--- config.mk ---
export PLATFORM = sky130hd
export DESIGN_NAME = mcc_ctrl
export DESIGN_NICKNAME = d
export VERILOG_FILES = /design/src/mcc_pkg.sv /design/src/mcc_ctrl.sv
export SDC_FILE = /design/constraint.sdc
export NUM_CORES = 1
export LEC_CHECK = 0
export BUFFER_PORTS_ARGS = -buffer_cell sky130_fd_sc_hd__buf_2
export CORE_UTILIZATION = 33
export CTS_CLUSTER_DIAMETER = 60
export CTS_CLUSTER_SIZE = 40
export DETAILED_ROUTE_END_ITERATION = 6
export HOLD_SLACK_MARGIN = 0.03
export PLACE_DENSITY = 0.57
export SYNTH_ARGS = -nofsm -noshare
export SYNTH_HDL_FRONTEND = slang
export SYNTH_SLANG_ARGS = --single-unit
--- constraint.sdc ---
create_clock -name clk -period 4.3 [get_ports clk]
set_input_delay 0.43 -clock clk [delete_from_list [all_inputs] [get_ports clk]]
set_output_delay 0.43 -clock clk [all_outputs]
set_load 0.02 [all_outputs]
--- src/mcc_pkg.sv ---
// shared types and constants for the midi channel controller
// no dependencies
package mcc_pkg;

  typedef enum logic [3:0] {
    CMD_PROGRAM     = 4'd0,
    CMD_VOLUME      = 4'd1,
    CMD_EXPRESSION  = 4'd2,
    CMD_PITCHWHEEL  = 4'd3,
    CMD_BANK_LSB    = 4'd4,
    CMD_BANK_MSB    = 4'd5,
    CMD_DATA_LSB    = 4'd6,
    CMD_DATA_MSB    = 4'd7,
    CMD_DATA_INC    = 4'd8,
    CMD_DATA_DEC    = 4'd9,
    CMD_NRPN_LSB    = 4'd10,
    CMD_NRPN_MSB    = 4'd11,
    CMD_RPN_LSB     = 4'd12,
    CMD_RPN_MSB     = 4'd13,
    CMD_RESET_ALL   = 4'd14
  } cmd_t;

  typedef enum logic [2:0] {
    ST_IDLE,
    ST_EXEC,
    ST_WALK,
    ST_MUL,
    ST_WB,
    ST_DONE
  } state_t;

  localparam logic [13:0] NULL_NUMBER   = 14'h3FFF;
  localparam logic [13:0] RANGE_DEFAULT = 14'd256;
  localparam logic [7:0]  FULL_SCALE    = 8'h80;
  localparam logic [6:0]  EXPR_RESET    = 7'h7F;
  localparam logic [13:0] RPN_RANGE     = 14'h0000;
  localparam logic [13:0] RPN_FINE      = 14'h0001;
  localparam logic [13:0] RPN_COARSE    = 14'h0002;
  localparam logic [13:0] NRPN_RANGE    = 14'h0011;
  localparam logic [13:0] NRPN_VOLUME   = 14'h0020;
  localparam logic [13:0] NRPN_FINE     = 14'h0021;
  localparam logic [13:0] NRPN_COARSE   = 14'h0022;

  // commands from controller to datapath
  typedef struct packed {
    logic       capture;
    logic       exec;
    logic       walk;
    logic       mul;
    logic       wb;
    logic       load_out;
    logic [3:0] walk_idx;
  } dp_cmd_t;

  typedef struct packed {
    logic reset_all;
  } dp_status_t;

endpackage

--- src/mcc_ctrl.sv ---
// sequencer for the channel controller: message capture, recalc steps, reset-all walk
// depends on mcc_pkg
module mcc_ctrl #(
  parameter int NUM_CHANNELS = 16
) (
  input  logic                clk,
  input  logic                rst,
  input  logic                in_valid,
  output logic                in_ready,
  output logic                out_valid,
  input  logic                out_ready,
  input  mcc_pkg::dp_status_t status,
  output mcc_pkg::dp_cmd_t    cmd
);

  mcc_pkg::state_t state, state_next;
  logic [3:0] walk_idx, walk_idx_next;
  logic       out_valid_next;
  logic       walk_last;

  assign walk_last = (walk_idx == 4'(NUM_CHANNELS - 1));

  always_ff @(posedge clk) begin
    if (rst) begin
      state     <= mcc_pkg::ST_IDLE;
      walk_idx  <= '0;
      out_valid <= 1'b0;
    end else begin
      state     <= state_next;
      walk_idx  <= walk_idx_next;
      out_valid <= out_valid_next;
    end
  end

  always_comb begin
    state_next     = state;
    walk_idx_next  = walk_idx;
    out_valid_next = out_valid;
    in_ready       = 1'b0;
    cmd            = '0;
    cmd.walk_idx   = walk_idx;
    if (out_valid && out_ready) out_valid_next = 1'b0;
    case (state)
      mcc_pkg::ST_IDLE: begin
        in_ready = 1'b1;
        if (in_valid) begin
          cmd.capture = 1'b1;
          state_next  = mcc_pkg::ST_EXEC;
        end
      end
      mcc_pkg::ST_EXEC: begin
        cmd.exec      = 1'b1;
        walk_idx_next = '0;
        state_next    = status.reset_all ? mcc_pkg::ST_WALK : mcc_pkg::ST_MUL;
      end
      mcc_pkg::ST_WALK: begin
        cmd.walk   = 1'b1;
        state_next = mcc_pkg::ST_MUL;
      end
      mcc_pkg::ST_MUL: begin
        cmd.mul    = 1'b1;
        state_next = mcc_pkg::ST_WB;
      end
      mcc_pkg::ST_WB: begin
        cmd.wb = 1'b1;
        if (status.reset_all && !walk_last) begin
          walk_idx_next = walk_idx + 4'd1;
          state_next    = mcc_pkg::ST_WALK;
        end else begin
          state_next = mcc_pkg::ST_DONE;
        end
      end
      mcc_pkg::ST_DONE: begin
        if (!out_valid || out_ready) begin
          cmd.load_out   = 1'b1;
          out_valid_next = 1'b1;
          state_next     = mcc_pkg::ST_IDLE;
        end
      end
      default: state_next = mcc_pkg::ST_IDLE;
    endcase
  end

endmodule

==> results of run 1 <==
==> cells by family (layout without fill, tap and decap cells) <==
group | Yosys count | after routing | share of synthesized area [%]
AND/OR/NAND/NOR | 25 | 25 | 32.99
buffers and inverters | 8 | 23 | 8.898
adder cells (fa/ha/maj) | 1 | 1 | 2.617
flip-flops | 8 | 8 | 33.51
multiplexers | 1 | 1 | 2.356
AO/OA/AOI/OAI | 14 | 14 | 19.64
==> power groups by stage <==
stage	clock network, W	registers [W]	logic, W
4_1_cts	0.0000588	0.0000835	0.0000430
2_1_floorplan	0	0.0000821	0.0000355
6_report	0.0000572	0.0000836	0.0000429
3_5_place_dp	0	0.0000851	0.0000427
3_3_place_gp	0	0.0000852	0.0000424
5_1_grt	0.0000658	0.0000844	0.0000480
==> worst register-to-register path, stage by stage, from the launching register on <==
cell and delay (ns):
dfxtp_1 0.45, or3b_1 0.49, nor4_1 0.33, mux2_2 0.36
==> state kept, by name, summed over array words and instances (netlist names) <==
name	count
out_valid	1
walk_idx	4
state	3
==> metal layers <==
metal / global-route usage, % / part of all wire (%) / up-vias / wire length [um]
met1: 23.23 / 48 / 228 / 510
met4: 10.34 / 1.2 / 0 / 13
li1: - / - / 249 / -
met5: 0 / 0 / - / 0
met3: 10.00 / 6.9 / 2 / 73
met2: 20.16 / 43 / 21 / 455
==> layout by cell type (no fill, tap or decap), types with 2 or more instances in the layout <==
| master | synthesis | final |
|---|---|---|
| buf_2 | 1 | 16 |
| dfxtp_1 | 8 | 8 |
| a21oi_1 | 5 | 5 |
| inv_1 | 3 | 3 |
| nand3_1 | 3 | 3 |
| nor2_1 | 3 | 3 |
| clkbuf_4 | 0 | 3 |
| nor2b_1 | 2 | 2 |
| and2_1 | 2 | 2 |
| nor3b_1 | 2 | 2 |
| or3b_1 | 2 | 2 |
| nor3_1 | 2 | 2 |
| or4_1 | 2 | 2 |
| o21ai_0 | 2 | 2 |
==> final cells by class <==
class                           count  area, um2  area share (%)
Timing Repair Buffer               16      80.08           14.00
Inverter                            4      15.01           2.626
Sequential cell                     8      160.2           28.01
Tap cell                           15      18.77           3.282
Clock buffer                        3      22.52           3.939
Multi-Input combinational cell     41      275.3           48.14
==> worst min path at each step <==
stage,end,slack [ns],startpoint,cells after the start
3_5_place_dp,walk_idx[1]$_SDFFE_PP0P_,0.53,walk_idx[1]$_SDFFE_PP0P_,2
4_1_cts,walk_idx[0]$_SDFFE_PP0P_,0.45,rst,2
3_3_place_gp,walk_idx[1]$_SDFFE_PP0P_,0.52,walk_idx[1]$_SDFFE_PP0P_,2
2_1_floorplan,state[2]$_SDFFE_PP0P_,0.57,state[0]$_SDFFE_PP0P_,3
6_report,walk_idx[0]$_SDFFE_PP0P_,0.46,rst,2
5_1_grt,walk_idx[0]$_SDFFE_PP0P_,0.46,rst,2
==> stage by stage <==
step	setup slack, ns	cell area (um2)	utilization, %	total power [W]	hold slack, ns
5_1_grt	2.263	571.8	43.40	0.0001981	0.4586
4_1_cts	2.377	571.8	43.40	0.0001853	0.4547
2_1_floorplan	2.593	478.0	-	0.0001176	0.5708
6_report	2.375	571.8	43.40	0.0001837	0.4597
3_3_place_gp	2.599	549.3	41.69	0.0001276	0.5173
3_5_place_dp	2.562	549.3	41.69	0.0001278	0.5256
==> synth_stat cells <==
cell type	instances
nand2b_1	1
or3b_1	2
clkbuf_1	1
nor2b_1	2
buf_2	1
o311ai_0	1
o221ai_1	1
or2_2	1
nor4_1	1
nor3b_1	2
inv_1	3
nand4_1	1
nor3_1	2
o311ai_1	1
buf_6	1
mux2_2	1
o32a_1	1
a21oi_1	5
nand3_1	3
and3_1	1
o21ai_0	2
a211oi_1	1
inv_2	1
ha_1	1
or4_1	2
nand3b_1	1
dfxtp_1	8
nor4bb_1	1
and2_1	2
a31oi_1	1
buf_4	1
o41ai_1	1
nor2_1	3
==> results.md, run 1 <==
- **capture point of the worst path** cmd[8]
- **clock network fraction of design power** 31.1%
- **proportion of power drawn by combinational gates** 23.3%
- **Post-Synthesis Net Count** 63
- **Final Instance Count excl. Fillers** 87
- **placeable core region** 1318 um2
- **Bufs on Longest Clock Path** 2
- **IR drop worst, VDD** 167.7 uV
- **vias after detailed routing** 500
- **number of cell instances on the worst register-to-register path** 3
- **switching power total** 0.00005728 W
- **worst-case register-to-register setup slack** 2.55 ns
- **Final Slew Violations** 0
- **crit-path max FO** 9
- **pwr/cell area** 321.2 nW/um2
- **number of placement rows** 13
- **path category of the worst min-delay check** primary input to register
- **placed cell count** 84
- **required time reported for the critical path endpoint** 3.87 ns
- **fraction of the yosys area taken by sequential cells** 33.51%
- **critical path cell sequence** or3b_1, inv_1, buf_2
- **number of post-CTS setup repair buffers** 0
- **vertical die dimension** 40.06 um
- **Synth warnings** 0
- **critical path startpoint** state[0]$_SDFFE_PP0P_
- **x dimension of the die** 40.06 um
- **nets@finish** 80
- **standard cell with the maximum stage delay on the critical path** dfxtp_1
- **first-pass GRT wire length** 1.725 mm
- **cell types with the largest area share after synthesis** dfxtp_1 34%, a21oi_1 5.2%, or3b_1 3.7%, nand3_1 3.1%, nor3b_1 3.1%
- **instance count of the mapped netlist** 57
- **total grt overflow** 0
- **Worst Path Class, Setup** register to output pin
- **Worst setup SP type** register
- **fraction of synthesized cell area taken by the top area cell type** 33.51%
- **unrepaired setup endpoints after global routing** false
- **largest net degree at the start of global routing** 10
- **actual slew at the worst max-slew pin** 0.3144 ns
- **final weighted congestion of routability-driven global placement** 0.7974
- **sequential power share** 45.5%
- **number of hold violations in the final report** 0
- **n_diodes** 0
- **sinks on the clock net** 8
- **number of inserted filler cells in the final layout** 139
- **leakage component of the power** 0.2468 nW
- **switching power as a share of total power** 31.19%
- **post-detailed-route via-to-cell ratio** 5.747
- **overall die area** 1604 um2
- **crit share post-route** 44.76%
- **Num CTS Buffers** 3
- **number of synthesized register bits** 8
- **DR pass1 iterations** 4
- **remaining number of nets flagged by the antenna check after routing** 0
- **mean post-synth cell area** 8.385 um2
- **launch point of the worst reg-to-reg path** state[2]$_SDFFE_PP0P_
- **internal power of the cells** 0.0001264 W
- **WP depth** 3
- **cells resized by post-CTS repair** 0
- **peak per-stage delay on the critical path** 0.44 ns
- **layout-stage area growth over the synthesis result** 19.63%
- **clock edge transition at the registers on the reported setup and hold paths** 0.05 ns
- **detailed-route wire length per cell** 12.09 um
- **top-level port count** 17
- **time the worst path needs with I/O delays and setup** 1.925 ns
- **Initial Util** 36.28%
- **critical path data arrival time** 1.49 ns
- **cell type group with the largest total delay on the critical path** flip-flops
- **layout cells sized above 1** 30.56%
- **clock latency at the later pin of the worst-skew pair** 0.26 ns
- **Mapped Area** 478.0 um2
- **clock root buffer** clkbuf_4
- **number of buffers added on ports** 16
- **total DRC errors in the routed layout** 0
- **initial antenna violation count** 0
- **critical path capture point type** output pin
- **Fin Clk Skew** 0.005103 ns
- **CTS tree** built
- **Final setup violation count** 0
- **DRC marker count from the first detailed-route iteration** 24
- **R2R Path End** walk_idx[3]$_SDFFE_PP0P_
- **overall routing resource usage** 17.23%
- **status** finished clean
- **estimated wirelength of the detail-placed design** 782 um
- **post-synth cell types** 33
- **number of global-route vias before repair** 376
- **max-cap violation count** 0
- **Crit path buffers/inverters** 2
- **final wirelength** 1.052 mm
- **number of levels in the clock H-tree** 1
- **headroom to the max-slew limit** 78.76%
- **most area-hungry cell type in the Yosys netlist** dfxtp_1
- **number of hold buffers added after CTS** 0
- **Post-Route Setup TNS** 0 ns
- **maximum clock frequency** 0.5196 GHz
Note: power is estimated with default switching activity, not from simulation.
==> run 2: changes to the inputs <==
--- a/config.mk
+++ b/config.mk
@@ -11,7 +11,7 @@
 export CTS_CLUSTER_SIZE = 40
 export DETAILED_ROUTE_END_ITERATION = 6
 export HOLD_SLACK_MARGIN = 0.03
-export PLACE_DENSITY = 0.57
+export PLACE_DENSITY = 0.59
 export SYNTH_ARGS = -nofsm -noshare
 export SYNTH_HDL_FRONTEND = slang
 export SYNTH_SLANG_ARGS = --single-unit
==> constraint.sdc (replaced) <==
create_clock -name clk -period 1.77 [get_ports clk]
set_input_delay 0.177 -clock clk [delete_from_list [all_inputs] [get_ports clk]]
set_output_delay 0.177 -clock clk [all_outputs]
set_load 0.02 [all_outputs]
==> results.md, run 2 (synthesis results as in run 1) <==
- **sinks on the clock net** 8
- **overall routing resource usage** 17.71%
- **required time reported for the critical path endpoint** 1.59 ns
- **overall die area** 1604 um2
- **number of post-CTS setup repair buffers** 0
- **Register Area** 160.2 um2
- **Final setup violation count** 0
- **number of global-route vias before repair** 435
- **pwr/cell area** 781.3 nW/um2
- **leakage component of the power** 0.2626 nW
- **n_diodes** 0
- **clock network fraction of design power** 31.2%
- **time the worst path needs with I/O delays and setup** 1.717 ns
- **most frequent cells in the layout** 16 x buf_2, 8 x dfxtp_1, 5 x a21oi_1
- **largest net degree at the start of global routing** 10
- **cell type group with the largest total delay on the critical path** buffers and inverters
- **area occupied by multi-input gates** 275.3 um2
- **first-pass GRT wire length** 1.883 mm
- **Bufs on Longest Clock Path** 2
- **vertical die dimension** 40.06 um
- **peak per-stage delay on the critical path** 0.44 ns
- **number of levels in the clock H-tree** 1
- **vias after detailed routing** 505
- **headroom to the max-slew limit** 78.20%
- **unrepaired setup endpoints after global routing** false
- **clock edge transition at the registers on the reported setup and hold paths** 0.06 ns
- **crit-path max FO** 8
- **maximum clock frequency** 0.5824 GHz
- **critical path cell sequence** buf_4, or3b_1, inv_1, buf_2
- **standard cell with the maximum stage delay on the critical path** or3b_1
- **path category of the worst min-delay check** primary input to register
- **crit share post-route** 97.01%
- **remaining number of nets flagged by the antenna check after routing** 0
- **status** finished clean
- **critical path data arrival time** 1.54 ns
- **internal power of the cells** 0.0003165 W
- **Worst setup SP type** register
- **most common library cell in the layout ignoring fill and taps** buf_2
- **proportion of power drawn by combinational gates** 27.2%
- **Final Slew Violations** 0
- **sequential power share** 41.6%
- **Fin Clk Skew** 0.005517 ns
- **flip-flop count of the largest register, all copies and words added** 4
- **CTS tree** built
- **register name with the most flops** walk_idx
- **cells resized by post-CTS repair** 0
- **DRC marker count from the first detailed-route iteration** 15
- **number of inserted filler cells in the final layout** 143
- **total grt overflow** 0
- **max-cap violation count** 0
- **estimated wirelength of the detail-placed design** 846.9 um
- **layout-stage area growth over the synthesis result** 24.35%
- **actual slew at the worst max-slew pin** 0.3240 ns
- **clock root buffer** clkbuf_4
- **DR pass1 iterations** 4
- **placeable core region** 1318 um2
- **initial antenna violation count** 0
- **number of buffers added on ports** 16
- **Initial Util** 36.28%
- **critical path capture point type** output pin
- **number of hold violations in the final report** 0
- **Worst Path Class, Setup** register to output pin
- **final weighted congestion of routability-driven global placement** 0.7791
- **post-detailed-route via-to-cell ratio** 5.611
- **switching power total** 0.0001478 W
- **biggest registers after layout** walk_idx: 4 flops, state: 3 flops, out_valid: 1 flops
- **Layout Cell Area excl Fill** 594.3 um2
- **clock latency at the later pin of the worst-skew pair** 0.26 ns
- **layout cells sized above 1** 33.33%
- **final wirelength** 1.137 mm
- **Num CTS Buffers** 3
- **top-level port count** 17
- **total DRC errors in the routed layout** 0
- **detailed-route wire length per cell** 12.63 um
- **Crit path buffers/inverters** 3
- **number of hold buffers added after CTS** 0
- **IR drop worst, VDD** 397.3 uV
- **x dimension of the die** 40.06 um
- **placement-stage cell area** 571.8 um2
- **switching power as a share of total power** 31.84%
- **number of placement rows** 13
- **Post-Route Setup TNS** 0 ns
- **nets@finish** 83
-- run 2: changes by cell type in the layout (fill, tap and decap cells not counted), sizes merged --
cell | previous run | this run
buf | 16 | 19
-- run 2: metal layers --
metal,GRT usage (%),up-vias,share of wire [%]
li1,-,251,-
met2,26.61,19,46
met4,11.21,0,1.5
met1,22.97,231,47
met5,0,-,0
met3,3.333,4,5.4
-- run 2: path summary, 6_finish.rpt --
path                                  from                        to  slack [ns]  cells past startpoint
setup / recovery     state[1]$_SDFFE_PP0P_                    cmd[8]        0.05                      4
hold / removal                         rst  walk_idx[0]$_SDFFE_PP0P_        0.21                      2
setup reg to reg  walk_idx[0]$_SDFFE_PP0P_  walk_idx[3]$_SDFFE_PP0P_        0.13                      4
hold reg to reg   walk_idx[1]$_SDFFE_PP0P_  walk_idx[1]$_SDFFE_PP0P_        0.52                      2
-- run 2: cell type report --
class | count | area share [%]
Inverter | 4 | 2.526
Timing Repair Buffer | 19 | 17.26
Tap cell | 15 | 3.158
Clock buffer | 3 | 3.789
Sequential cell | 8 | 26.95
Multi-Input combinational cell | 41 | 46.32
-- run 2: per-stage QoR --
| step | utilization, % | hold WS [ns] | power [W] | instances | setup WS [ns] |
|---|---|---|---|---|---|
| after floorplan | - | 0.3247 | 0.0002857 | 57 | 0.1268 |
| after global placement | 43.40 | 0.4704 | 0.0003214 | 87 | 0.2063 |
| after detailed placement | 43.40 | 0.4723 | 0.0003231 | 87 | 0.1530 |
| after CTS | 45.11 | 0.1999 | 0.0004691 | 90 | 0.05597 |
| after global routing | 45.11 | 0.2173 | 0.0004913 | 90 | 0.01066 |
| final | 45.11 | 0.2081 | 0.0004643 | 90 | 0.05301 |
-- run 2: power groups by stage --
stage / Clock, W / Sequential [W] / Combinational [W]
after global placement: 0 / 0.000196 / 0.000125
final: 0.000145 / 0.000193 / 0.000126
after CTS: 0.000149 / 0.000193 / 0.000127
after global routing: 0.000158 / 0.000193 / 0.000140
after detailed placement: 0 / 0.000197 / 0.000126
after floorplan: 0 / 0.000199 / 0.0000862
-- run 2: worst register-to-register path: cells and delay by family, from the launching register on --
kind | cells | cell delay [ns]
fa+ha+maj | 1 | 0.24
flops | 1 | 0.34
mux | 1 | 0.37
simple gates | 2 | 0.57
